[src/rtl/core/assert_macros.svh]
`ifndef ASSERT_MACROS_SVH
`define ASSERT_MACROS_SVH

// concurrent check on clk_i, quiet while rst_ni is low
`define HLFX_ASSERT(label, prop, msg) \
  label: assert property (@(posedge clk_i) disable iff (!rst_ni) prop) else $error(msg);

// expression that must never be true on a clock edge
`define HLFX_ASSERT_NEVER(label, expr, msg) \
  `HLFX_ASSERT(label, !(expr), msg)

`endif

[src/rtl/core/hlfx_pkg.sv]
package hlfx_pkg;

  // commands
  localparam logic [1:0] CMD_START = 2'd0;
  localparam logic [1:0] CMD_DATA  = 2'd1;
  localparam logic [1:0] CMD_FETCH = 2'd2;

  // reported status
  localparam logic [1:0] STATUS_PARSING = 2'd0;
  localparam logic [1:0] STATUS_READY   = 2'd1;
  localparam logic [1:0] STATUS_ERROR   = 2'd2;

  // parser phases
  localparam logic [2:0] PH_HEADER = 3'd0;
  localparam logic [2:0] PH_LEN    = 3'd1;
  localparam logic [2:0] PH_BODY   = 3'd2;
  localparam logic [2:0] PH_READY  = 3'd3;
  localparam logic [2:0] PH_ERROR  = 3'd4;

  // source of a fetched name character
  localparam logic [1:0] SEL_NONE  = 2'd0;
  localparam logic [1:0] SEL_FIRST = 2'd1;
  localparam logic [1:0] SEL_SPACE = 2'd2;
  localparam logic [1:0] SEL_LAST  = 2'd3;

  // record layout
  localparam logic [2:0] HDR_DIGITS       = 3'd6;
  localparam logic [2:0] LEN_DIGITS       = 3'd2;
  localparam logic [2:0] NUM_FIELDS       = 3'd5;
  localparam logic [2:0] FIELD_LAST_NAME  = 3'd3;
  localparam logic [2:0] FIELD_FIRST_NAME = 3'd4;

  localparam logic [7:0]  SPACE_CHAR   = 8'h20;
  localparam logic [10:0] CAP_RESET    = 11'd512;
  localparam int unsigned PTR_W        = 9;

  typedef struct packed {
    logic [1:0] cmd;
    logic [7:0] data_byte;
  } in_item_t;

  typedef struct packed {
    logic [1:0] status;
    logic [7:0] name_byte;
    logic       name_valid;
    logic       name_last;
  } out_item_t;

  // per-item result leaving the parser
  typedef struct packed {
    logic [1:0] status;
    logic       name_valid;
    logic       name_last;
    logic [1:0] name_sel;
  } step_res_t;

  // name store write strobes
  typedef struct packed {
    logic       we_first;
    logic       we_last;
    logic [7:0] data;
  } store_wr_t;

  // ascii hex digit decode: {ok, value}
  function automatic logic [4:0] hex_decode(input logic [7:0] c);
    logic [4:0] r;
    r = 5'd0;
    if (c inside {[8'h30:8'h39]}) begin
      r = {1'b1, 4'(c - 8'h30)};
    end else if (c inside {[8'h61:8'h66]}) begin
      r = {1'b1, 4'(c - 8'h57)};
    end else if (c inside {[8'h41:8'h46]}) begin
      r = {1'b1, 4'(c - 8'h37)};
    end
    return r;
  endfunction

endpackage

[src/rtl/core/hlfx_name_mem.sv]
module hlfx_name_mem #(
  parameter int unsigned DEPTH = 256,
  parameter int unsigned AW    = 8
) (
  input  logic          clk_i,
  input  logic          we_i,
  input  logic [AW-1:0] waddr_i,
  input  logic [7:0]    wdata_i,
  input  logic          re_i,
  input  logic [AW-1:0] raddr_i,
  output logic [7:0]    rdata_o
);

  logic [7:0] mem_q [DEPTH];
  logic [7:0] rdata_q;

  // write port
  always_ff @(posedge clk_i) begin
    if (we_i) begin
      mem_q[waddr_i] <= wdata_i;
    end
  end

  // registered read port
  always_ff @(posedge clk_i) begin
    if (re_i) begin
      rdata_q <= mem_q[raddr_i];
    end
  end

  assign rdata_o = rdata_q;

endmodule

[src/rtl/core/hlfx_parser.sv]
module hlfx_parser #(
  parameter int unsigned MAX_RECORD  = 400,
  parameter int unsigned FIELD_STORE = 256,
  parameter int unsigned AW          = 8
) (
  input  logic                clk_i,
  input  logic                rst_ni,
  input  logic                accept_i,
  input  hlfx_pkg::in_item_t  item_i,
  input  logic [10:0]         capacity_i,
  output hlfx_pkg::step_res_t step_o,
  output hlfx_pkg::store_wr_t wr_o,
  output logic [AW-1:0]       waddr_o,
  output logic [AW-1:0]       raddr_first_o,
  output logic [AW-1:0]       raddr_last_o
);

  localparam int unsigned RW  = $clog2(MAX_RECORD);
  localparam int unsigned SW  = ((RW > 8) ? RW : 8) + 1;
  localparam int unsigned LIM = MAX_RECORD - 6;

  logic [2:0]          phase_q, phase_d;
  logic [23:0]         acc_q, acc_d;
  logic [2:0]          digit_q, digit_d;
  logic [RW-1:0]       size_q, size_d;
  logic [RW-1:0]       offset_q, offset_d;
  logic [2:0]          field_q, field_d;
  logic [7:0]          remain_q, remain_d;
  logic [7:0]          last_len_q, last_len_d;
  logic [7:0]          first_len_q, first_len_d;
  logic [7:0]          last_eff_q, last_eff_d;
  logic [7:0]          first_eff_q, first_eff_d;
  logic                last_zero_q, last_zero_d;
  logic                first_zero_q, first_zero_d;
  logic [hlfx_pkg::PTR_W-1:0] fetch_q, fetch_d;

  logic [4:0]                 hex;
  logic [23:0]                acc_new;
  logic [2:0]                 digit_new;
  logic [7:0]                 fsz;
  logic                       do_finish;
  logic [2:0]                 field_inc;
  logic [10:0]                name_need;
  logic [hlfx_pkg::PTR_W-1:0] total;
  logic [hlfx_pkg::PTR_W-1:0] last_idx;
  logic [7:0]                 wr_idx;

  assign hex       = hlfx_pkg::hex_decode(item_i.data_byte);
  assign acc_new   = {acc_q[19:0], hex[3:0]};
  assign digit_new = digit_q + 3'd1;
  assign fsz       = acc_new[7:0];
  assign wr_idx    = (field_q == hlfx_pkg::FIELD_LAST_NAME) ? (last_len_q - remain_q)
                                                            : (first_len_q - remain_q);
  assign total     = hlfx_pkg::PTR_W'(first_eff_q) + hlfx_pkg::PTR_W'(last_eff_q)
                     + hlfx_pkg::PTR_W'(1);
  assign last_idx  = fetch_q - hlfx_pkg::PTR_W'(first_eff_q) - hlfx_pkg::PTR_W'(1);

  // fetch read addresses, both stores looked up every item
  assign raddr_first_o = fetch_q[AW-1:0];
  assign raddr_last_o  = last_idx[AW-1:0];
  assign waddr_o       = wr_idx[AW-1:0];

  // next state for one accepted item
  always_comb begin
    phase_d      = phase_q;
    acc_d        = acc_q;
    digit_d      = digit_q;
    size_d       = size_q;
    offset_d     = offset_q;
    field_d      = field_q;
    remain_d     = remain_q;
    last_len_d   = last_len_q;
    first_len_d  = first_len_q;
    last_eff_d   = last_eff_q;
    first_eff_d  = first_eff_q;
    last_zero_d  = last_zero_q;
    first_zero_d = first_zero_q;
    fetch_d      = fetch_q;
    do_finish    = 1'b0;
    field_inc    = field_q + 3'd1;
    name_need    = 11'd0;
    wr_o         = '0;
    wr_o.data    = item_i.data_byte;
    step_o       = '0;
    step_o.name_sel = hlfx_pkg::SEL_NONE;

    if (accept_i) begin
      case (item_i.cmd)
        hlfx_pkg::CMD_START: begin
          phase_d      = hlfx_pkg::PH_HEADER;
          acc_d        = '0;
          digit_d      = '0;
          size_d       = '0;
          offset_d     = '0;
          field_d      = '0;
          remain_d     = '0;
          last_len_d   = '0;
          first_len_d  = '0;
          last_eff_d   = '0;
          first_eff_d  = '0;
          last_zero_d  = 1'b0;
          first_zero_d = 1'b0;
          fetch_d      = '0;
        end
        hlfx_pkg::CMD_DATA: begin
          case (phase_q)
            hlfx_pkg::PH_HEADER, hlfx_pkg::PH_LEN: begin
              if (!hex[4]) begin
                phase_d = hlfx_pkg::PH_ERROR;
              end else begin
                acc_d   = acc_new;
                digit_d = digit_new;
                if (phase_q == hlfx_pkg::PH_HEADER) begin
                  // six size digits, clamped
                  if (digit_new >= hlfx_pkg::HDR_DIGITS) begin
                    size_d   = (acc_new > 24'(LIM)) ? RW'(LIM) : acc_new[RW-1:0];
                    offset_d = '0;
                    field_d  = '0;
                    phase_d  = hlfx_pkg::PH_LEN;
                    acc_d    = '0;
                    digit_d  = '0;
                  end
                end else if (digit_new >= hlfx_pkg::LEN_DIGITS) begin
                  // field length against record size and store depth
                  if ((SW'(fsz) + SW'(offset_q)) > SW'(size_q)) begin
                    phase_d = hlfx_pkg::PH_ERROR;
                  end else begin
                    offset_d = offset_q + RW'(2);
                    if ({1'b0, fsz} >= 9'(FIELD_STORE)) begin
                      phase_d = hlfx_pkg::PH_ERROR;
                    end else begin
                      remain_d = fsz;
                      if (field_q == hlfx_pkg::FIELD_LAST_NAME) begin
                        last_len_d = fsz;
                      end
                      if (field_q == hlfx_pkg::FIELD_FIRST_NAME) begin
                        first_len_d = fsz;
                      end
                      if (fsz == 8'd0) begin
                        do_finish = 1'b1;
                      end else begin
                        phase_d = hlfx_pkg::PH_BODY;
                      end
                    end
                  end
                end
              end
            end
            hlfx_pkg::PH_BODY: begin
              // buffer name bytes, track length up to first zero
              if (field_q == hlfx_pkg::FIELD_LAST_NAME) begin
                wr_o.we_last = 1'b1;
                if (item_i.data_byte == 8'd0) begin
                  last_zero_d = 1'b1;
                end else if (!last_zero_q) begin
                  last_eff_d = last_eff_q + 8'd1;
                end
              end else if (field_q == hlfx_pkg::FIELD_FIRST_NAME) begin
                wr_o.we_first = 1'b1;
                if (item_i.data_byte == 8'd0) begin
                  first_zero_d = 1'b1;
                end else if (!first_zero_q) begin
                  first_eff_d = first_eff_q + 8'd1;
                end
              end
              offset_d = offset_q + RW'(1);
              remain_d = remain_q - 8'd1;
              if (remain_q == 8'd1) begin
                do_finish = 1'b1;
              end
            end
            default: begin
            end
          endcase
        end
        hlfx_pkg::CMD_FETCH: begin
          if (phase_q == hlfx_pkg::PH_READY && fetch_q < total) begin
            step_o.name_valid = 1'b1;
            step_o.name_last  = ((fetch_q + hlfx_pkg::PTR_W'(1)) == total);
            if (fetch_q < hlfx_pkg::PTR_W'(first_eff_q)) begin
              step_o.name_sel = hlfx_pkg::SEL_FIRST;
            end else if (fetch_q == hlfx_pkg::PTR_W'(first_eff_q)) begin
              step_o.name_sel = hlfx_pkg::SEL_SPACE;
            end else begin
              step_o.name_sel = hlfx_pkg::SEL_LAST;
            end
            fetch_d = fetch_q + hlfx_pkg::PTR_W'(1);
          end
        end
        default: begin
        end
      endcase

      // end of a field: next length, capacity check or offset check
      if (do_finish) begin
        field_d   = field_inc;
        name_need = 11'(first_len_d) + 11'(last_len_d) + 11'd1;
        if (field_inc >= hlfx_pkg::NUM_FIELDS) begin
          phase_d = (name_need >= capacity_i) ? hlfx_pkg::PH_ERROR : hlfx_pkg::PH_READY;
        end else if (offset_d > size_q) begin
          phase_d = hlfx_pkg::PH_ERROR;
        end else begin
          phase_d = hlfx_pkg::PH_LEN;
          acc_d   = '0;
          digit_d = '0;
        end
      end
    end

    case (phase_d)
      hlfx_pkg::PH_READY: step_o.status = hlfx_pkg::STATUS_READY;
      hlfx_pkg::PH_ERROR: step_o.status = hlfx_pkg::STATUS_ERROR;
      default:            step_o.status = hlfx_pkg::STATUS_PARSING;
    endcase
  end

  // parser state
  always_ff @(posedge clk_i or negedge rst_ni) begin
    if (!rst_ni) begin
      phase_q      <= hlfx_pkg::PH_HEADER;
      acc_q        <= '0;
      digit_q      <= '0;
      size_q       <= '0;
      offset_q     <= '0;
      field_q      <= '0;
      remain_q     <= '0;
      last_len_q   <= '0;
      first_len_q  <= '0;
      last_eff_q   <= '0;
      first_eff_q  <= '0;
      last_zero_q  <= 1'b0;
      first_zero_q <= 1'b0;
      fetch_q      <= '0;
    end else begin
      phase_q      <= phase_d;
      acc_q        <= acc_d;
      digit_q      <= digit_d;
      size_q       <= size_d;
      offset_q     <= offset_d;
      field_q      <= field_d;
      remain_q     <= remain_d;
      last_len_q   <= last_len_d;
      first_len_q  <= first_len_d;
      last_eff_q   <= last_eff_d;
      first_eff_q  <= first_eff_d;
      last_zero_q  <= last_zero_d;
      first_zero_q <= first_zero_d;
      fetch_q      <= fetch_d;
    end
  end

endmodule

[src/rtl/core/hex_length_field_name_extractor.sv]
// Record name extractor: takes one command per cycle (start, record byte or fetch) and
// returns exactly one result per command via the input stage and output registers. A
// record is a six-digit ASCII-hex size, clamped to MAX_RECORD - 6, followed by five
// fields of two hex length digits and their bytes; fields four and five (last and first
// name) go into two FIELD_STORE-byte name stores. Status reads 0 while parsing, 1 once
// the name is ready and 2 on a bad hex digit, a field running past the record size, a
// field of FIELD_STORE bytes or more or a name that does not fit name_capacity. Fetches
// then return the name as "first last", one byte each, with name_last on the final
// character. The parser state and the name store write/read address settle at the input
// transfer, the store read data is registered there, and the output register holds the
// result, so a new command is taken every cycle while the output side keeps up. The name
// stores are not cleared after reset; only written entries ever reach the output.
`include "assert_macros.svh"

module hex_length_field_name_extractor #(
  parameter int unsigned MAX_RECORD  = 400,
  parameter int unsigned FIELD_STORE = 256
) (
  input  logic                clk_i,
  input  logic                rst_ni,
  input  logic                in_valid_i,
  output logic                in_ready_o,
  input  hlfx_pkg::in_item_t  in_data_i,
  output logic                out_valid_o,
  input  logic                out_ready_i,
  output hlfx_pkg::out_item_t out_data_o,
  input  logic                cfg_valid_i,
  output logic                cfg_ready_o,
  input  logic [10:0]         cfg_data_i
);

  localparam int unsigned AW = $clog2(FIELD_STORE);

  logic                in_accept;
  logic                s1_advance;
  logic                s1_valid_q;
  hlfx_pkg::step_res_t s1_res_q;
  hlfx_pkg::step_res_t step_res;
  hlfx_pkg::store_wr_t store_wr;
  logic [AW-1:0]       waddr;
  logic [AW-1:0]       raddr_first;
  logic [AW-1:0]       raddr_last;
  logic [7:0]          rdata_first;
  logic [7:0]          rdata_last;
  logic [10:0]         capacity_q;
  logic                out_valid_q;
  hlfx_pkg::out_item_t out_q, out_d;

  // pipeline flow control
  assign s1_advance = s1_valid_q && (!out_valid_q || out_ready_i);
  assign in_ready_o = !s1_valid_q || s1_advance;
  assign in_accept  = in_valid_i && in_ready_o;

  // name capacity register
  assign cfg_ready_o = 1'b1;
  always_ff @(posedge clk_i or negedge rst_ni) begin
    if (!rst_ni) begin
      capacity_q <= hlfx_pkg::CAP_RESET;
    end else if (cfg_valid_i) begin
      capacity_q <= cfg_data_i;
    end
  end

  hlfx_parser #(
    .MAX_RECORD  (MAX_RECORD),
    .FIELD_STORE (FIELD_STORE),
    .AW          (AW)
  ) u_parser (
    .clk_i         (clk_i),
    .rst_ni        (rst_ni),
    .accept_i      (in_accept),
    .item_i        (in_data_i),
    .capacity_i    (capacity_q),
    .step_o        (step_res),
    .wr_o          (store_wr),
    .waddr_o       (waddr),
    .raddr_first_o (raddr_first),
    .raddr_last_o  (raddr_last)
  );

  hlfx_name_mem #(
    .DEPTH (FIELD_STORE),
    .AW    (AW)
  ) u_first_mem (
    .clk_i   (clk_i),
    .we_i    (store_wr.we_first),
    .waddr_i (waddr),
    .wdata_i (store_wr.data),
    .re_i    (in_accept),
    .raddr_i (raddr_first),
    .rdata_o (rdata_first)
  );

  hlfx_name_mem #(
    .DEPTH (FIELD_STORE),
    .AW    (AW)
  ) u_last_mem (
    .clk_i   (clk_i),
    .we_i    (store_wr.we_last),
    .waddr_i (waddr),
    .wdata_i (store_wr.data),
    .re_i    (in_accept),
    .raddr_i (raddr_last),
    .rdata_o (rdata_last)
  );

  // input stage, alongside the store read data
  always_ff @(posedge clk_i or negedge rst_ni) begin
    if (!rst_ni) begin
      s1_valid_q <= 1'b0;
    end else if (in_ready_o) begin
      s1_valid_q <= in_valid_i;
    end
  end

  always_ff @(posedge clk_i) begin
    if (in_accept) begin
      s1_res_q <= step_res;
    end
  end

  // pick the name character
  always_comb begin
    out_d            = '0;
    out_d.status     = s1_res_q.status;
    out_d.name_valid = s1_res_q.name_valid;
    out_d.name_last  = s1_res_q.name_last;
    case (s1_res_q.name_sel)
      hlfx_pkg::SEL_FIRST: out_d.name_byte = rdata_first;
      hlfx_pkg::SEL_SPACE: out_d.name_byte = hlfx_pkg::SPACE_CHAR;
      hlfx_pkg::SEL_LAST:  out_d.name_byte = rdata_last;
      default:             out_d.name_byte = 8'd0;
    endcase
  end

  // output register
  always_ff @(posedge clk_i or negedge rst_ni) begin
    if (!rst_ni) begin
      out_valid_q <= 1'b0;
    end else if (s1_advance) begin
      out_valid_q <= 1'b1;
    end else if (out_ready_i) begin
      out_valid_q <= 1'b0;
    end
  end

  always_ff @(posedge clk_i) begin
    if (s1_advance) begin
      out_q <= out_d;
    end
  end

  assign out_valid_o = out_valid_q;
  assign out_data_o  = out_q;

  // checks
  `HLFX_ASSERT(a_char_only_when_ready, out_valid_o && out_data_o.name_valid |-> out_data_o.status == hlfx_pkg::STATUS_READY, "name character without ready status")
  `HLFX_ASSERT_NEVER(a_last_needs_char, out_valid_o && out_data_o.name_last && !out_data_o.name_valid, "name_last without a name character")
  `HLFX_ASSERT(a_stall_only_when_full, !in_ready_o |-> s1_valid_q && out_valid_q, "input stalled with a free stage")
  `HLFX_ASSERT(a_char_has_source, s1_valid_q && s1_res_q.name_valid |-> s1_res_q.name_sel != hlfx_pkg::SEL_NONE, "fetched character without a source")

endmodule

[config.mk]
export PLATFORM = sky130hd
export DESIGN_NAME = hex_length_field_name_extractor
export DESIGN_NICKNAME = d
export VERILOG_FILES = /design/src/rtl/core/hlfx_pkg.sv /design/src/rtl/core/hlfx_name_mem.sv /design/src/rtl/core/hlfx_parser.sv /design/src/rtl/core/hex_length_field_name_extractor.sv
export VERILOG_INCLUDE_DIRS = /design/src /design/src/rtl/core
export SDC_FILE = /design/constraint.sdc
export NUM_CORES = 2
export LEC_CHECK = 0
export BUFFER_PORTS_ARGS = -buffer_cell sky130_fd_sc_hd__buf_2
export CAP_MARGIN = 20
export CORE_UTILIZATION = 55
export DETAILED_ROUTE_END_ITERATION = 7
export PLACE_DENSITY_LB_ADDON = 0.08
export SLEW_MARGIN = 20
export SYNTH_ARGS = -nofsm -noshare
export SYNTH_HDL_FRONTEND = slang
export SYNTH_SLANG_ARGS = --single-unit
export TNS_END_PERCENT = 10
[constraint.sdc]
create_clock -name clk_i -period 15.1 [get_ports clk_i]
set_clock_uncertainty 0.2 [all_clocks]
set_input_delay 2.265 -clock clk_i [delete_from_list [all_inputs] [get_ports clk_i]]
set_output_delay 2.265 -clock clk_i [all_outputs]
set_load 0.02 [all_outputs]
Word-level counts from Yosys, hierarchy flattened
Memory sizes are Yosys's and may differ from the RTL's. A register that Yosys moved wholly into a read port is not among the register bits.
Cells that the tools add are included.

storage, ports and cells
  bits in registers = 133
  memories = 2
  memory bits (writable) = 4096

cells by class
  reductions and logical operators = 29
  equality and inequality tests = 37
  $lt $le $gt $ge = 15
  bitwise logic cells = 2
  add/sub/neg operators = 20
  mux-type cells = 122

memories
  name               words  width  read ports  clocked after Yosys merged registers in  wr ports  RTL line             source
  u_first_mem.mem_q  256    8      1           1                                        1         hlfx_name_mem.sv:14  logic [7:0] mem_q [DEPTH];
  u_last_mem.mem_q   256    8      1           1                                        1         hlfx_name_mem.sv:14

operator list
  operator                                               count
  2-to-1 mux 8 bit                                       28
  2-to-1 mux 24 bit                                      7
  2-to-1 mux 9 bit                                       12
  one-hot mux 8 bit (2 select lines)                     6
  2-to-1 mux 3 bit                                       24
  one-hot mux 9 bit (2 select lines)                     4
  one-hot mux 24 bit (2 select lines)                    1
  adder 9 x 1 -> 9 bit, second input constant            3
  > comparator 24 x 9 -> 1 bit, second input constant    1
  2-to-1 mux 1 bit                                       24
  one-hot mux 8 bit (3 select lines)                     1
  AND reduction 6 bit                                    4
  subtractor 8 bit                                       3
  adder 8 x 8 -> 9 bit                                   2
  one-hot mux 3 bit (2 select lines)                     3
  adder 8 x 1 -> 8 bit, second input constant            2
  >= comparator 8 x 7 -> 1 bit, second input constant    2
  <= comparator 8 x 7 -> 1 bit, second input constant    2
  logical NOT 8 bit                                      2
  inequality test 2 x 1 -> 1 bit, second input constant  8
  subtractor 8 x 1 -> 8 bit, second input constant       2
  2-to-1 mux 5 bit                                       3
  AND reduction 7 bit                                    2
  equality test 3 x 2 -> 1 bit, second input constant    4
  other kinds (43)                                       75

Depth between registers and ports, before layout
  word-level depth = 23
  mapped depth = 47
  mapped depth without buffers = 45

Hierarchy
From an unflattened synthesis, not the netlist that was laid out.

second synthesis, totals
  cell total of the unflattened synthesis = 8596
  area, all modules = 169273.6 um2

modules (own cells, without submodules)
  module                           instances  cells each  area each (um2)
  hlfx_name_mem                    2          3733        79636.4
  hlfx_parser                      1          1061        8774.7
  hex_length_field_name_extractor  1          69          1226.2

Worst setup path before layout
No wires, ideal clock.

  path type = in2reg
  start = in in_data_i[1] in the netlist's numbering
  end = reg s1_res_q, in the netlist out_d[11], data pin
  stages on the path = 41
  library setup time = 0.255 ns
  data arrival time = 10.578 ns
  path slack = 4.066 ns
  path through = clkbuf_1 > inv_1 > ha_1 > or4b_1 > o2111a_1 > a311oi_1 > clkbuf_1 > nor2_1 > ha_1 > a211oi_1 > o21ai_0 > a21oi_1 > o21bai_1 > a21oi_1 > xnor2_1 > ha_1 > a22o_1 > nor4_1 > [... 5 more ...] > a32o_1 > ha_1 > a21o_1 > a21oi_1 > o21bai_1 > a2111oi_0 > or3_1 > xnor2_1 > nand3_1 > xor2_1 > ha_1 > and3_1 > a221o_1 > a31oi_1 > o221ai_1 > o31ai_1 > a21oi_1 > and3_1

RTL lines
  element               RTL line                                source
  from (decl)           hex_length_field_name_extractor.sv:23   input hlfx_pkg::in_item_t in_data_i,
  to (signal assigned)  hex_length_field_name_extractor.sv:118  s1_res_q <= step_res;
  to (decl)             hex_length_field_name_extractor.sv:37   hlfx_pkg::step_res_t s1_res_q;

==> results.toml <==
[clock_network]
cts.sinks = 4241
holdBufCountCts = 0
cts_resized = 0
cts_buffer_depth = 4
htreeDepth = 5
clock-root-buffer = "clkbuf_16"
numCtsBuffers = 425
path_clk_slew_ps = 70
cts_tree = "yes"
clk_latency_ps = 960
postCtsSetupBuffers = 0

[die]
die_h_um = 557.8
fp.dieArea_um2 = 311200
core_area_um2 = 306600
die_w_um = 557.8
io_pins = 41
rows = 203
start_util_pct = 55.42

[power_and_ir_drop]
finalPower_mw = 23.98
vdd_drop_max_uv = 103.4
powerDensity_nw_per_um2 = 124.2
p_leak_nw = 60.12

[global_route]
grt_max_degree = 170
grt_pass1_wl_mm = 608.3
antenna_found_initial = 23
grt_overflow = 0
grt.total_usage_pct = 27.22
grt_pass1_vias = 83651

[place]
gp_congestion = 0.8821
placed_cells = 11918
dpl_cell_area_um2 = 178900
dp_hpwl_mm = 253.2
port-buffer-count = 39

[synthesis]
synth_top_area_share_pct = 72.99
synthXorXnorAreaFrac_pct = 0.3071
yosysSeqAreaShare_pct = 74.62
postSynth.asyncResetShare_pct = 2.617
synth_edf_count = 4130
synth_cell_types = 84
muxShareOfSynthArea_pct = 18.10
synth_compound_area_share_pct = 2.595
synth_area_leaders = "edfxtp_1 (73%), mux4_2 (18%), dfrtp_1 (1.6%)"
syn_inst = 7736
yosys.area.top_type = "edfxtp_1"
synthAdderAreaFrac_pct = 0.7511
synth-simple-area-share_pct = 2.270
synth_area_per_cell_um2 = 21.96
synth_area_um2 = 169900
ys_ff_latch = 4241
yosys_most_used_dff = "edfxtp_1"
synth_top_family_by_area = "multiplexers"
synth.net_count = 7861
ys_warn_count = 0

[timing]
fin_setup_tns_ps = 0
worstMarginPinSlew_ps = 1207
slew_viol_final = 0
hold_violations = 0
fin_crit_sh_pct = 82.28
rsz0062_at_grt = "no"
min_period_ps = 12420
slew_headroom_pct = 19.36
finalSetupViolCount = 0
fmax_ghz = 0.08049

[hold_path]
hold_start = "s1_valid_q$_DFFE_PN0N_"
hp-class = "reg -> reg"

[worst_setup_path]
path_common_cell = "ha_1"
cp_slowest_stage_delay_ps = 670
cpMaxStageDelayCell = "nor2_1"
end_kind = "flop"
r2r-start = "u_parser.offset_q[0]$_DFFE_PN0P_"
crit_type = "in -> reg"
worstSetupStartpointType = "primary input"
cp_data_arrival_time_ps = 12920
worst-path-max-fanout = 114
required_ps = 15600
critPathLaunch = "in_data_i[0]"

[route]
dr.pass1.iters = 6
drt_wl_total_mm = 419.9
drc_errors = 0
wire_per_inst_um = 33.04
drtIter0Drc = 10928
ant_nets = 0
vias = 84044
viasPerCell = 6.613

[final_layout]
mostFrequentLayoutCells = "edfxtp_1 (4130), mux4_2 (1344), buf_4 (544)"
drive_gt1_share_pct = 31.88
area_growth_syn_to_layout_pct = 13.58
stdcell_area_um2 = 193000
finalNetCount = 8374
final_common_cell = "edfxtp_1"
fin_cells = 12708
final_util_pct = 62.95

[status]
status = "complete, no violations"

[flow_run]
max-cap-violations = 0
## worst paths after layout
path / endpoint / slack, ps / cells past startpoint
max: out_d[11]$_DFFE_PP_ / 2680 / 43
max reg2reg: out_d[11]$_DFFE_PP_ / 6410 / 37
max in group asynchronous: u_parser.remain_q[5]$_DFFE_PN0P_ / 12160 / 2
min reg2reg: out_valid_o$_DFFE_PN0P_ / 280 / 1
min: out_valid_o$_DFFE_PN0P_ / 280 / 1
min in group asynchronous: out_valid_o$_DFFE_PN0P_ / 1200 / 1
## routing by layer
metal  global-route usage (%)  up-vias  share of wire (%)
li1                         -    34429                  -
met1                    41.90    45206                 43
met2                    40.92     3868                 47
met3                    5.255      535                8.8
met4                    6.081        6                2.2
met5                        0        -             0.0098
## per-stage QoR
stage	hold WS (ps)	setup WS, ps
4_1_cts	294.9	2908
3_5_place_dp	275.6	1918
3_3_place_gp	258.5	1911
6_report	280.9	2675
5_1_grt	304.9	2072
2_1_floorplan	200.3	4066
## report_power, final
| part | switching (mW) | leakage, nW | total, mW | internal (mW) |
|---|---|---|---|---|
| combinational | 0.514 | 14.8 | 0.697 | 0.183 |
| clock | 4.41 | 6.65 | 10.3 | 5.94 |
| sequential | 0.0128 | 38.6 | 12.9 | 12.9 |
## cells in the mapped netlist, types with 47 or more instances
library cell	n
edfxtp_1	4130
mux4_2	1344
clkbuf_1	378
nor4_1	254
a211oi_1	246
nand2_1	159
buf_1	134
dfrtp_1	110
ha_1	94
nor2_1	94
o21ai_0	82
inv_1	81
a21oi_1	72
nor3_1	53
nand3_1	47
## critical path, delay by kind of cell
family | cells | cell delay (ps)
adders and majority gates | 5 | 1640
buffers and inverters | 5 | 1310
and+or+nand+nor | 9 | 2320
xor gates and xnor gates | 3 | 510
AOI/OAI and AO/OA | 21 | 4520
## sequential cells by signal, summed over array words and instances, names as in the netlist, 9 cells and up
name and flops:
u_parser.fetch_q 9, u_parser.offset_q 9, u_parser.acc_q 20, u_last_mem.mem_q 2048, u_parser.size_q 9, u_first_mem.mem_q 2048
capacity_q 11, out_data_o 12
## logic make-up (layout without fill, tap and decap cells)
family / Yosys count / in the layout
adder cells (fa/ha/maj): 99 / 99
buffers and inverters: 603 / 1470
flip-flops: 4241 / 4241
AO/OA/AOI/OAI: 619 / 619
AND/OR/NAND/NOR: 723 / 723
other: 1 / 6
XOR/XNOR: 58 / 58
multiplexers: 1392 / 1392
## area by class of cell
cell class,count,area [µm²]
clock inverters,260,2409
diodes,5,12.51
multi-input cells,2892,42290
flip-flops and latches,4241,126800
well taps,4100,5130
fillers,20811,113600
inverters,83,319.1
clock buffers,521,11220
repair buffers,606,4798
No activity file was read; power rests on OpenSTA's default activity.
